**src/tcp_pkg.sv**
```systemverilog
// Shared types, command and error codes for the tick counter pool.
`default_nettype none
package tcp_pkg;

    // Default pool size.
    localparam int SLOTS_DEFAULT = 64;

    // Field widths of the command and result transactions.
    localparam int CMD_W   = 3;
    localparam int ID_W    = 8;
    localparam int COUNT_W = 32;
    localparam int ERR_W   = 2;
    localparam int GRANT_W = 6;
    localparam int SLEEP_W = 31;

    // Command codes.
    localparam logic [CMD_W-1:0] CMD_TICK    = 3'd0;
    localparam logic [CMD_W-1:0] CMD_ALLOC   = 3'd1;
    localparam logic [CMD_W-1:0] CMD_RELEASE = 3'd2;
    localparam logic [CMD_W-1:0] CMD_READ    = 3'd3;
    localparam logic [CMD_W-1:0] CMD_CLEAR   = 3'd4;
    localparam logic [CMD_W-1:0] CMD_SLEEP   = 3'd5;

    // Error codes.
    localparam logic [ERR_W-1:0] ERR_NONE  = 2'd0;
    localparam logic [ERR_W-1:0] ERR_FULL  = 2'd1;
    localparam logic [ERR_W-1:0] ERR_RANGE = 2'd2;

    // Largest sleep countdown.
    localparam logic [SLEEP_W-1:0] SLEEP_MAX = 31'h7FFF_FFFF;

    // One command transaction.
    typedef struct packed {
        logic [CMD_W-1:0]   command;
        logic [ID_W-1:0]    slot_id;
        logic [COUNT_W-1:0] sleep_ticks;
    } req_t;

    // One result transaction.
    typedef struct packed {
        logic [ERR_W-1:0]   error;
        logic [GRANT_W-1:0] granted_slot;
        logic [COUNT_W-1:0] count_value;
        logic               sleep_busy;
    } res_t;

endpackage
`default_nettype wire

```
**src/tick_counter_pool_top.sv**
```systemverilog
// Top level of the tick counter pool: command channel, engine and result register.
//
// A pool of elapsed-tick counters plus one sleep countdown. Each command
// transaction on the s_ channel (tick, allocate, release, read, clear,
// load sleep) yields exactly one result transaction on the m_ channel.
// A transaction moves when valid and ready are both high at a rising edge.
// Sequence from acceptance to m_valid:
//   tick      the slot RAM is swept one slot a cycle, each write-back
//             landing in the cycle after its read.
//   allocate  the scan reads one slot a cycle from slot zero and checks
//             its flag in the next cycle.
//   read, clear  an id in range takes a RAM read before the result.
//   others    go straight to the result, as do refused ids.
// One command is worked on at a time; s_ready drops while it runs.
// A finished result waits in the output register, and the next command is
// accepted meanwhile; if the receiver stalls, that command completes and
// holds in the engine until the output register frees.
// Synchronous reset (aresetn low) stops the sleep countdown and empties the
// result register; a clearing pass then zeroes every slot's flag and count,
// and s_ready stays low until it ends.
`default_nettype none
module tick_counter_pool_top #(
    parameter int SLOTS = tcp_pkg::SLOTS_DEFAULT
) (
    input  wire logic                            aclk,
    input  wire logic                            aresetn,
    input  wire logic                            s_valid,
    output logic                                 s_ready,
    input  wire logic [tcp_pkg::CMD_W-1:0]       s_command,
    input  wire logic [tcp_pkg::ID_W-1:0]        s_slot_id,
    input  wire logic [tcp_pkg::COUNT_W-1:0]     s_sleep_ticks,
    output logic                                 m_valid,
    input  wire logic                            m_ready,
    output logic      [tcp_pkg::ERR_W-1:0]       m_error,
    output logic      [tcp_pkg::GRANT_W-1:0]     m_granted_slot,
    output logic      [tcp_pkg::COUNT_W-1:0]     m_count_value,
    output logic                                 m_sleep_busy
);

    tcp_pkg::req_t req;
    tcp_pkg::res_t eng_res;
    tcp_pkg::res_t res_reg;
    logic          eng_res_valid;
    logic          eng_res_ready;
    logic          m_valid_reg;

    assign req.command     = s_command;
    assign req.slot_id     = s_slot_id;
    assign req.sleep_ticks = s_sleep_ticks;

    tcp_engine #(
        .SLOTS (SLOTS)
    ) u_engine (
        .aclk      (aclk),
        .aresetn   (aresetn),
        .req_valid (s_valid),
        .req_ready (s_ready),
        .req       (req),
        .res_valid (eng_res_valid),
        .res_ready (eng_res_ready),
        .res       (eng_res)
    );

    // Result register parts the engine from the receiver.
    assign eng_res_ready = !m_valid_reg || m_ready;

    always_ff @(posedge aclk) begin
        if (!aresetn) begin
            m_valid_reg <= 1'b0;
        end else begin
            if (eng_res_valid && eng_res_ready) begin
                m_valid_reg <= 1'b1;
                res_reg     <= eng_res;
            end else if (m_ready) begin
                m_valid_reg <= 1'b0;
            end
        end
    end

    assign m_valid        = m_valid_reg;
    assign m_error        = res_reg.error;
    assign m_granted_slot = res_reg.granted_slot;
    assign m_count_value  = res_reg.count_value;
    assign m_sleep_busy   = res_reg.sleep_busy;

    // A command keeps the engine busy for at least the next cycle.
    a_busy_after_accept: assert property (@(posedge aclk) disable iff (!aresetn)
        (s_valid && s_ready) |=> !s_ready)
        else $error("engine ready right after accepting a command");

    // A failed command never grants a slot.
    a_no_grant_on_error: assert property (@(posedge aclk) disable iff (!aresetn)
        (m_valid && (m_error != tcp_pkg::ERR_NONE)) |-> (m_granted_slot == '0))
        else $error("slot granted together with an error");

    // A nonzero count comes only with a successful read.
    a_count_needs_success: assert property (@(posedge aclk) disable iff (!aresetn)
        (m_valid && (m_count_value != '0)) |-> (m_error == tcp_pkg::ERR_NONE))
        else $error("count value returned with an error");

    // Only defined error codes appear.
    a_error_code: assert property (@(posedge aclk) disable iff (!aresetn)
        m_valid |-> (m_error == tcp_pkg::ERR_NONE || m_error == tcp_pkg::ERR_FULL ||
                     m_error == tcp_pkg::ERR_RANGE))
        else $error("undefined error code");

endmodule
`default_nettype wire

```
**src/tcp_ram.sv**
```systemverilog
// Generic simple dual-port RAM with one write port and a registered read port.
`default_nettype none
module tcp_ram #(
    parameter int WIDTH = 32,
    parameter int DEPTH = 64,
    localparam int AW = (DEPTH > 1) ? $clog2(DEPTH) : 1
) (
    input  wire logic             aclk,
    input  wire logic             wr_en,
    input  wire logic [AW-1:0]    wr_addr,
    input  wire logic [WIDTH-1:0] wr_data,
    input  wire logic             rd_en,
    input  wire logic [AW-1:0]    rd_addr,
    output logic      [WIDTH-1:0] rd_data
);

    logic [WIDTH-1:0] mem [DEPTH];

    // Write and registered read.
    always_ff @(posedge aclk) begin
        if (wr_en) begin
            mem[wr_addr] <= wr_data;
        end
        if (rd_en) begin
            rd_data <= mem[rd_addr];
        end
    end

endmodule
`default_nettype wire

```
**src/tcp_engine.sv**
```systemverilog
// Command sequencer: sleep countdown and read-modify-write of the slot RAM.
`default_nettype none
module tcp_engine #(
    parameter int SLOTS = tcp_pkg::SLOTS_DEFAULT
) (
    input  wire logic          aclk,
    input  wire logic          aresetn,
    input  wire logic          req_valid,
    output logic               req_ready,
    input  wire tcp_pkg::req_t req,
    output logic               res_valid,
    input  wire logic          res_ready,
    output tcp_pkg::res_t      res
);

    localparam int IDW = (SLOTS > 1) ? $clog2(SLOTS) : 1;
    localparam int CW  = $clog2(SLOTS + 1);
    // Each RAM word holds the slot's active flag above its count.
    localparam int WW  = tcp_pkg::COUNT_W + 1;

    typedef enum logic [2:0] {
        ST_INIT,
        ST_IDLE,
        ST_TICK,
        ST_ALLOC,
        ST_READ,
        ST_CLEAR,
        ST_DONE
    } state_t;

    state_t                         state_reg, state_next;
    logic [tcp_pkg::SLEEP_W-1:0]    sleep_reg, sleep_next;
    logic [CW-1:0]                  idx_reg, idx_next;
    logic                           wb_valid_reg, wb_valid_next;
    logic [IDW-1:0]                 wb_idx_reg, wb_idx_next;
    logic [IDW-1:0]                 id_reg, id_next;
    logic [tcp_pkg::ERR_W-1:0]      err_reg, err_next;
    logic [tcp_pkg::GRANT_W-1:0]    grant_reg, grant_next;
    logic [tcp_pkg::COUNT_W-1:0]    value_reg, value_next;

    logic                           ram_wr_en;
    logic [IDW-1:0]                 ram_wr_addr;
    logic [WW-1:0]                  ram_wr_data;
    logic                           ram_rd_en;
    logic [IDW-1:0]                 ram_rd_addr;
    logic [WW-1:0]                  ram_rd_data;

    logic                           rd_active;
    logic [tcp_pkg::COUNT_W-1:0]    rd_count;
    logic                           in_range;
    logic [IDW-1:0]                 req_idx;
    logic [IDW-1:0]                 scan_idx;
    logic                           sweep_end;
    logic                           init_last;

    assign rd_active = ram_rd_data[WW-1];
    assign rd_count  = ram_rd_data[tcp_pkg::COUNT_W-1:0];
    assign in_range  = ({1'b0, req.slot_id} < (tcp_pkg::ID_W + 1)'(SLOTS));
    assign req_idx   = req.slot_id[IDW-1:0];
    assign scan_idx  = idx_reg[IDW-1:0];
    assign sweep_end = (idx_reg == CW'(SLOTS));
    assign init_last = (idx_reg == CW'(SLOTS - 1));

    // Per-slot flags and counts live in one RAM.
    tcp_ram #(
        .WIDTH (WW),
        .DEPTH (SLOTS)
    ) u_count_ram (
        .aclk    (aclk),
        .wr_en   (ram_wr_en),
        .wr_addr (ram_wr_addr),
        .wr_data (ram_wr_data),
        .rd_en   (ram_rd_en),
        .rd_addr (ram_rd_addr),
        .rd_data (ram_rd_data)
    );

    // Next-state logic and RAM port control.
    always_comb begin
        state_next    = state_reg;
        sleep_next    = sleep_reg;
        idx_next      = idx_reg;
        wb_valid_next = 1'b0;
        wb_idx_next   = wb_idx_reg;
        id_next       = id_reg;
        err_next      = err_reg;
        grant_next    = grant_reg;
        value_next    = value_reg;

        ram_wr_en   = 1'b0;
        ram_wr_addr = wb_idx_reg;
        ram_wr_data = '0;
        ram_rd_en   = 1'b0;
        ram_rd_addr = scan_idx;

        case (state_reg)
            ST_INIT: begin
                // Clearing pass after reset: one slot a cycle.
                ram_wr_en   = 1'b1;
                ram_wr_addr = scan_idx;
                ram_wr_data = '0;
                if (init_last) begin
                    idx_next   = '0;
                    state_next = ST_IDLE;
                end else begin
                    idx_next = idx_reg + CW'(1);
                end
            end
            ST_IDLE: begin
                if (req_valid) begin
                    err_next   = tcp_pkg::ERR_NONE;
                    grant_next = '0;
                    value_next = '0;
                    id_next    = req_idx;
                    idx_next   = '0;
                    state_next = ST_DONE;
                    case (req.command)
                        tcp_pkg::CMD_TICK: begin
                            if (sleep_reg != '0) begin
                                sleep_next = sleep_reg - tcp_pkg::SLEEP_W'(1);
                            end
                            state_next = ST_TICK;
                        end
                        tcp_pkg::CMD_ALLOC: begin
                            state_next = ST_ALLOC;
                        end
                        tcp_pkg::CMD_RELEASE: begin
                            if (in_range) begin
                                ram_wr_en   = 1'b1;
                                ram_wr_addr = req_idx;
                                ram_wr_data = '0;
                            end else begin
                                err_next = tcp_pkg::ERR_RANGE;
                            end
                        end
                        tcp_pkg::CMD_READ: begin
                            if (in_range) begin
                                ram_rd_en   = 1'b1;
                                ram_rd_addr = req_idx;
                                state_next  = ST_READ;
                            end else begin
                                err_next = tcp_pkg::ERR_RANGE;
                            end
                        end
                        tcp_pkg::CMD_CLEAR: begin
                            if (in_range) begin
                                ram_rd_en   = 1'b1;
                                ram_rd_addr = req_idx;
                                state_next  = ST_CLEAR;
                            end else begin
                                err_next = tcp_pkg::ERR_RANGE;
                            end
                        end
                        tcp_pkg::CMD_SLEEP: begin
                            sleep_next = req.sleep_ticks[tcp_pkg::COUNT_W-1]
                                       ? tcp_pkg::SLEEP_MAX
                                       : req.sleep_ticks[tcp_pkg::SLEEP_W-1:0];
                        end
                        default: begin
                        end
                    endcase
                end
            end
            ST_TICK: begin
                // Write back the slot read last cycle, plus one, if it is active.
                ram_wr_en   = wb_valid_reg && rd_active;
                ram_wr_addr = wb_idx_reg;
                ram_wr_data = {1'b1, rd_count + tcp_pkg::COUNT_W'(1)};
                // Read one slot per cycle.
                if (!sweep_end) begin
                    ram_rd_en     = 1'b1;
                    wb_valid_next = 1'b1;
                    wb_idx_next   = scan_idx;
                    idx_next      = idx_reg + CW'(1);
                end else begin
                    state_next = ST_DONE;
                end
            end
            ST_ALLOC: begin
                // Reads run one slot ahead of the free check.
                if (wb_valid_reg && !rd_active) begin
                    ram_wr_en   = 1'b1;
                    ram_wr_addr = wb_idx_reg;
                    ram_wr_data = {1'b1, {tcp_pkg::COUNT_W{1'b0}}};
                    grant_next  = tcp_pkg::GRANT_W'(wb_idx_reg);
                    state_next  = ST_DONE;
                end else if (sweep_end) begin
                    err_next   = tcp_pkg::ERR_FULL;
                    state_next = ST_DONE;
                end else begin
                    ram_rd_en     = 1'b1;
                    wb_valid_next = 1'b1;
                    wb_idx_next   = scan_idx;
                    idx_next      = idx_reg + CW'(1);
                end
            end
            ST_READ: begin
                // An inactive slot always reads as zero.
                value_next = rd_active ? rd_count : '0;
                state_next = ST_DONE;
            end
            ST_CLEAR: begin
                // Zero the count and keep the slot's flag.
                ram_wr_en   = 1'b1;
                ram_wr_addr = id_reg;
                ram_wr_data = {rd_active, {tcp_pkg::COUNT_W{1'b0}}};
                state_next  = ST_DONE;
            end
            ST_DONE: begin
                if (res_ready) begin
                    state_next = ST_IDLE;
                end
            end
            default: begin
                state_next = ST_IDLE;
            end
        endcase
    end

    // State and registered outputs.
    always_ff @(posedge aclk) begin
        if (!aresetn) begin
            state_reg    <= ST_INIT;
            sleep_reg    <= '0;
            wb_valid_reg <= 1'b0;
            idx_reg      <= '0;
        end else begin
            state_reg    <= state_next;
            sleep_reg    <= sleep_next;
            wb_valid_reg <= wb_valid_next;
            idx_reg      <= idx_next;
            wb_idx_reg   <= wb_idx_next;
            id_reg       <= id_next;
            err_reg      <= err_next;
            grant_reg    <= grant_next;
            value_reg    <= value_next;
        end
    end

    assign req_ready        = (state_reg == ST_IDLE);
    assign res_valid        = (state_reg == ST_DONE);
    assign res.error        = err_reg;
    assign res.granted_slot = grant_reg;
    assign res.count_value  = value_reg;
    assign res.sleep_busy   = (sleep_reg != '0);

endmodule
`default_nettype wire

```
**config.mk**
```make
export PLATFORM = sky130hd
export DESIGN_NAME = tick_counter_pool_top
export DESIGN_NICKNAME = d
export VERILOG_FILES = /design/src/tcp_pkg.sv /design/src/tick_counter_pool_top.sv /design/src/tcp_ram.sv /design/src/tcp_engine.sv
export SDC_FILE = /design/constraint.sdc
export NUM_CORES = 2
export LEC_CHECK = 0
export BUFFER_PORTS_ARGS = -buffer_cell sky130_fd_sc_hd__buf_4
export CAP_MARGIN = 20
export CORE_MARGIN = 3
export CORE_UTILIZATION = 35
export CTS_CLUSTER_SIZE = 8
export DETAILED_ROUTE_END_ITERATION = 12
export MAX_ROUTING_LAYER = met4
export PLACE_DENSITY = 0.46
export SETUP_SLACK_MARGIN = 0.1
export SLEW_MARGIN = 20
export SYNTH_ARGS = -nofsm -noshare
export SYNTH_HDL_FRONTEND = slang
export SYNTH_SLANG_ARGS = --single-unit
```
**constraint.sdc**
```tcl
create_clock -name aclk -period 5.8 [get_ports aclk]
set_clock_uncertainty 0.1 [all_clocks]
set_input_delay 0.29 -clock aclk [delete_from_list [all_inputs] [get_ports aclk]]
set_output_delay 0.29 -clock aclk [all_outputs]
set_load 0.02 [all_outputs]
```
After elaboration in Yosys (flattened, before gate mapping)
Memory sizes are Yosys's and may differ from the RTL's. A register that Yosys moved wholly into a read port is not among the register bits.
Cells that the tools add are included.
W data, S select, Z words.
{ "op_classes": {"addsub": 3, "order_cmp": 1, "eq_ne": 20, "muxes": 57, "n_reduce_logical": 28} }
{ "op_table": {"columns": ["op", "count"], "rows": [
  ["$pmux W33 S3", 1],
  ["$mux W6", 11],
  ["$mux W32", 2],
  ["$pmux W32 S2", 1],
  ["$mux W31", 2],
  ["$pmux W31 S2", 1],
  ["$mux W33", 1],
  ["$add A32 B1 Y32 const B", 1],
  ["$reduce_bool A31 Y1", 1],
  ["$sub A31 B1 Y31 const B", 1],
  ["$mux W7", 4],
  ["$pmux W7 S4", 1],
  ["$pmux W6 S2", 2],
  ["$pmux W3 S6", 1],
  ["$pmux W6 S3", 1],
  ["$eq A3 B3 Y1 const B", 5],
  ["$mux W3", 5],
  ["$reduce_and A3 Y1", 5],
  ["$mux W2", 7],
  ["$eq A3 B2 Y1 const B", 4],
  ["$mux W1", 12],
  ["$pmux W3 S4", 1],
  ["$reduce_bool A2 Y1", 5],
  ["$lt A8 B7 Y1 const B", 1],
  ["other kinds (20)", 33]
]} }
{ "totals": {"register_bits": 136, "ram_bits": 2112, "inputBits": 47, "output_inout_bits": 43, "elab_cells": 124, "memories": 1} }
{ "mem_list": {"columns": ["memory", "words", "width", "rd", "rd_clocked_by_memory_dff", "write_ports", "line", "source"], "rows": [
  ["u_engine.u_count_ram.mem", 64, 33, 1, 1, 1, "tcp_ram.sv:17", "logic [WIDTH-1:0] mem [DEPTH];"]
]} }

Logic depth before layout (Yosys ltp)
{ "logic_depth": {"word_depth": 7, "ltp_mapped": 14, "mapped_depth_nobuf": 9} }

Hierarchy
Synthesis repeated with hierarchy kept, for this count alone.
{ "hier_totals": {"hier_cells": 4193, "hier_area_um2": 88114.5} }
{ "by_module_without_submodules": {"columns": ["mod", "instances", "cells_per_inst", "area_per_inst_um2", "seq_area_each_um2"], "rows": [
  ["tcp_ram", 1, 3495, 81204.1, 64411.8],
  ["tcp_engine", 1, 652, 5627.9, 2402.3],
  ["tick_counter_pool_top", 1, 46, 1282.5, 1251.2]
]} }

Worst setup path after synthesis
OpenSTA, ideal clock, no wires.
{ "synth_timing": {"path_type": "register to register", "from": "register u_engine.state_reg[1]", "to": "register res_reg (netlist bit m_count_value[0]), enable pin", "setup_time_ns": 0.490, "arrival_ns": 4.009, "required_time_ns": 5.210, "setup_slack_ns": 1.201, "stages_incl_launch_ff": 6, "path_buffers": 3, "synth_period_minus_slack_ns": 4.599, "cell_sequence": "dfxtp_1 clkbuf_1 clkbuf_1 clkbuf_1 nand2_1 nor3_1"} }
{ "synth_between": {"elab_chain_len": 3} }
{ "synth_rtl": {"columns": ["element", "line", "source"], "rows": [
  ["start: declaration", "tcp_engine.sv:31", "state_t state_reg, state_next;"],
  ["start signal: assignment", "tcp_engine.sv:228", "state_reg <= state_next;"],
  ["$eq A3 B3 Y1", "tcp_engine.sv:241", "assign res_valid = (state_reg == ST_DONE);"],
  ["$logic_and A1 B1 Y1", "tick_counter_pool_top.sv:71", "if (eng_res_valid && eng_res_ready) begin"],
  ["$reduce_and A2 Y1 (no source line)", null, null],
  ["end signal: assignment", "tick_counter_pool_top.sv:73", "res_reg <= eng_res;"],
  ["end: declaration", "tick_counter_pool_top.sv:42", "tcp_pkg::res_t res_reg;"]
]} }
No other way between the ends.
A chain may end at the register's enable or synchronous reset.

Worst setup path in the final report
{ "layout_timing": {"from": "register u_engine.state_reg[0]", "to": "register u_engine.u_count_ram.rd_data[32], read port of u_engine.u_count_ram.mem, data pin"} }
{ "layout_between": {"elab_chain_len": 2, "word_cells_on_any_way": 5, "classes_between": "eq/ne: 3; mux: 2"} }
{ "layout_rtl": {"columns": ["element", "line", "source"], "rows": [
  ["$eq A3 B2 Y1 or $eq A3 B1 Y1 (tied branches)", "tcp_engine.sv:96", "case (state_reg)"],
  ["$pmux W1 S3 or $mux W6 (tied branches)", "tcp_engine.sv:96", null],
  ["end: declaration", "tcp_ram.sv:14", "output logic [WIDTH-1:0] rd_data"]
]} }
Parallel ways exist; a longest one is shown, timed or not.

==> results.toml <==
[run_status]
outcome = "finished clean"

[die]
start_util_pct = 35.2
die_w_um = 542
die_y_um = 542
die_area_sq_um = 294000
core-area_sq_um = 285000
row_count = 196
top_level_ports = 90

[critical_path]
crit_type = "register to register"
r2r.worst_path.cells = 8
regToRegSetupSlack_ns = 0.44
required_ns = 6.27
crit_fanout = 43
timing.critical_path.from_type = "register"
setup.worst_path.end_class = "register"
rr_startpoint = "u_engine.state_reg[0]"
reg2reg_to = "u_engine.u_count_ram.rd_data[32]"
arrival_ns = 5.83
worstSetupEndpoint = "u_engine.u_count_ram.rd_data[32]"
startpoint = "u_engine.state_reg[0]"

[placement]
detailed_place.area_sq_um = 108000
detailed_place_hpwl_mm = 191
globalplace.congestion = 0.850
port-buffer-count = 89

[layout]
max_reg_flops = 2112
most-common-layout-cells = "sky130_fd_sc_hd__edfxtp_1 (2238), sky130_fd_sc_hd__nand2_1 (1812), sky130_fd_sc_hd__a21oi_1 (837)"
biggestRegsByFlops = "u_engine.u_count_ram.mem x2112, u_engine.u_count_ram.rd_data x33"
layout-drive-gt1-share_pct = 11.0
fin_util_pct = 41.1
syn_to_final_growth_pct = 16.6
final_cell_area_sq_um = 117000
final_common_cell = "sky130_fd_sc_hd__edfxtp_1"
largest_register = "u_engine.u_count_ram.mem"
design.final.nets = 8524

[detailed_routing]
route.detailed.vias_per_inst = 5.80
antenna_left = 0
first_iter_violations = 7088
drc_errors = 0
vias = 71300
wl_per_cell_um = 28.4
total_wire_length_after_detailed_routing_mm = 350
detail_route.first_pass.iterations = 8

[power]
worst_ir_drop_vdd_mv = 0.686
power_per_cell_area_nw_per_um2 = 418
clkPwrFrac_pct = 34.6
p_int_mw = 33.1
power.static_leakage_nw = 39.4
power.share.combinational_pct = 23.9
power.share.switching_pct = 32.4
switchingPower_mw = 15.9
power_frac_seq_pct = 41.5

[clock_tree]
clk_slew_on_worst_s_h_paths_ns = 0.05
postCtsSetupBuffers = 0
ctsHtreeMaxLevel = 5
cts.path.max_buffers = 4
clock_latency_reported_for_the_late_side_of_the_worst_skew_pair_ns = 0.92
numClockSinks = 2281
cts-buffers-inserted = 324
cts_resized = 0
clock_tree_from_tritoncts = "done"
clock_root_buffer_master = "sky130_fd_sc_hd__clkbuf_16"

[job]
max_cap_violations = 0

[timing]
timing.setup.tns_ns = 0
min_period_over_period_pct = 92.5
hold_ws_ns = 0.0845
min_clock_period_post_route_ns = 5.36
worst_slew_margin_rel_pct = 12.9
timing_max_transition_violations_final = 0
timing.final.setup_violations = 0
max_clock_freq_mhz = 186
setup_repair_after_global_routing_missed_its_margin = "false"
tightestPinTransition_ns = 1.31
timing_hold_violations_final = 0

[global_route]
grt_start_max_net_pins = 183
grt_most_used_layer = "met2"
grtUsageMet1_pct = 32.5
grt_first_pass_wirelength_mm = 503
groute.layer.met3.usage_pct = 3.38
number_of_global_route_vias_before_repair = 69700
grt.met2_usage_pct = 37.2
groute.usage.overall_pct = 23.8
grt.overflow.total = 0
antenna_found_initial = 12

[hold_path]
hold_class = "input pin to register"

[synthesis]
postSynthNetCount = 8380
syn_avg_cell_area_sq_um = 12.1
ys_seq_area_share_pct = 67.7
yosys.cell_types.count = 73
synthArstFlopShare_pct = 0
flip_flop_and_latch_count_after_synthesis = 2281
synthesis.instances = 8329
synth-edff-count = 2238
synth_warnings = 0
ys.flop_type = "sky130_fd_sc_hd__edfxtp_1"
syn-cell-area_sq_um = 101000
==> cell families after synthesis <==
group	synth area share (%)
simple gates	11.2
buf+inv	3.56
compound gates	15.6
flops	67.7
mux	1.67
fa+ha+maj	0.0498
xor+xnor	0.235
==> cell type report <==
class	instances	area (sq um)
fill	26500	168000
sequential	2281	68100
multi-input combinational	5136	29900
clock buffer	351	8270
timing repair buffer	485	4950
tap	3762	4710
inverter	245	927
clock inverter	26	388
antenna	10	25.0
==> how the worst min path moves through the flow <==
| stage | cells past startpoint | endpoint | slack [ns] | from |
|---|---|---|---|---|
| after floorplan | 0 | u_engine.id_reg[0] | 0.29 | s_slot_id[0] |
| after global placement | 0 | m_count_value[23] | 0.30 | u_engine.value_reg[23] |
| after detailed placement | 0 | m_granted_slot[1] | 0.31 | u_engine.grant_reg[1] |
| after CTS | 2 | u_engine.id_reg[2] | 0.02 | s_slot_id[2] |
| after global routing | 2 | u_engine.id_reg[4] | 0.05 | s_slot_id[4] |
| final | 2 | u_engine.id_reg[4] | 0.08 | s_slot_id[4] |
==> critical path: stages (launching register included) <==
cell	delay [ns]
sky130_fd_sc_hd__dfxtp_1	0.64
sky130_fd_sc_hd__nand4bb_1	0.39
sky130_fd_sc_hd__a211oi_4	0.85
sky130_fd_sc_hd__mux2_8	0.62
sky130_fd_sc_hd__nand2_4	0.34
sky130_fd_sc_hd__buf_4	0.48
sky130_fd_sc_hd__o2111ai_1	0.40
sky130_fd_sc_hd__a22oi_1	0.72
sky130_fd_sc_hd__nand4_1	0.33
==> stage by stage <==
step	cells	total power, mW	setup WS [ns]
detailed placement	11800	32.3	0.582
CTS	12300	49.4	0.609
global placement	11800	32.2	0.514
global route	12300	50.9	0.417
floorplan	8329	26.8	1.20
finish	12300	49.0	0.437
==> per-layer routing <==
metal,wire [um],vias to the layer above
met1,154000,36500
met5,0,-
met3,22400,598
met4,9880,0
met2,163000,2675
li1,-,31500
==> power by group through the flow <==
stage | sequential (mW) | clock (mW) | combinational, mW
after CTS | 20.3 | 17.3 | 11.7
after global routing | 20.4 | 18.0 | 12.5
after global placement | 20.6 | 0 | 11.6
after floorplan | 20.5 | 0 | 6.30
final | 20.3 | 17.0 | 11.7
after detailed placement | 20.6 | 0 | 11.7
==> synthesized netlist by cell type, types with 40 or more instances <==
cell	count	share of area (%)
sky130_fd_sc_hd__a211oi_1	449	3.4
sky130_fd_sc_hd__a21oi_1	845	4.2
sky130_fd_sc_hd__a22oi_1	116	0.87
sky130_fd_sc_hd__a311oi_1	112	0.98
sky130_fd_sc_hd__a31oi_1	140	0.87
sky130_fd_sc_hd__a32oi_1	40	0.35
sky130_fd_sc_hd__buf_2	103	0.51
sky130_fd_sc_hd__clkbuf_1	533	2.0
sky130_fd_sc_hd__dfxtp_1	43	0.86
sky130_fd_sc_hd__edfxtp_1	2238	67
sky130_fd_sc_hd__inv_1	245	0.91
sky130_fd_sc_hd__mux2i_1	162	1.6
sky130_fd_sc_hd__nand2_1	1816	6.8
sky130_fd_sc_hd__nand2b_1	412	2.6
sky130_fd_sc_hd__nand3_1	40	0.20
sky130_fd_sc_hd__nand4_1	40	0.25
sky130_fd_sc_hd__nor2_1	165	0.62
sky130_fd_sc_hd__o2111ai_1	132	1.1
sky130_fd_sc_hd__o211ai_1	398	3.0
==> what timing repair did <==
item	CTS	global route
endpoints found under the setup margin	0	0
endpoints found under the hold margin	51	0
hold buffers	57	0
(Power assumes the default switching activity.)
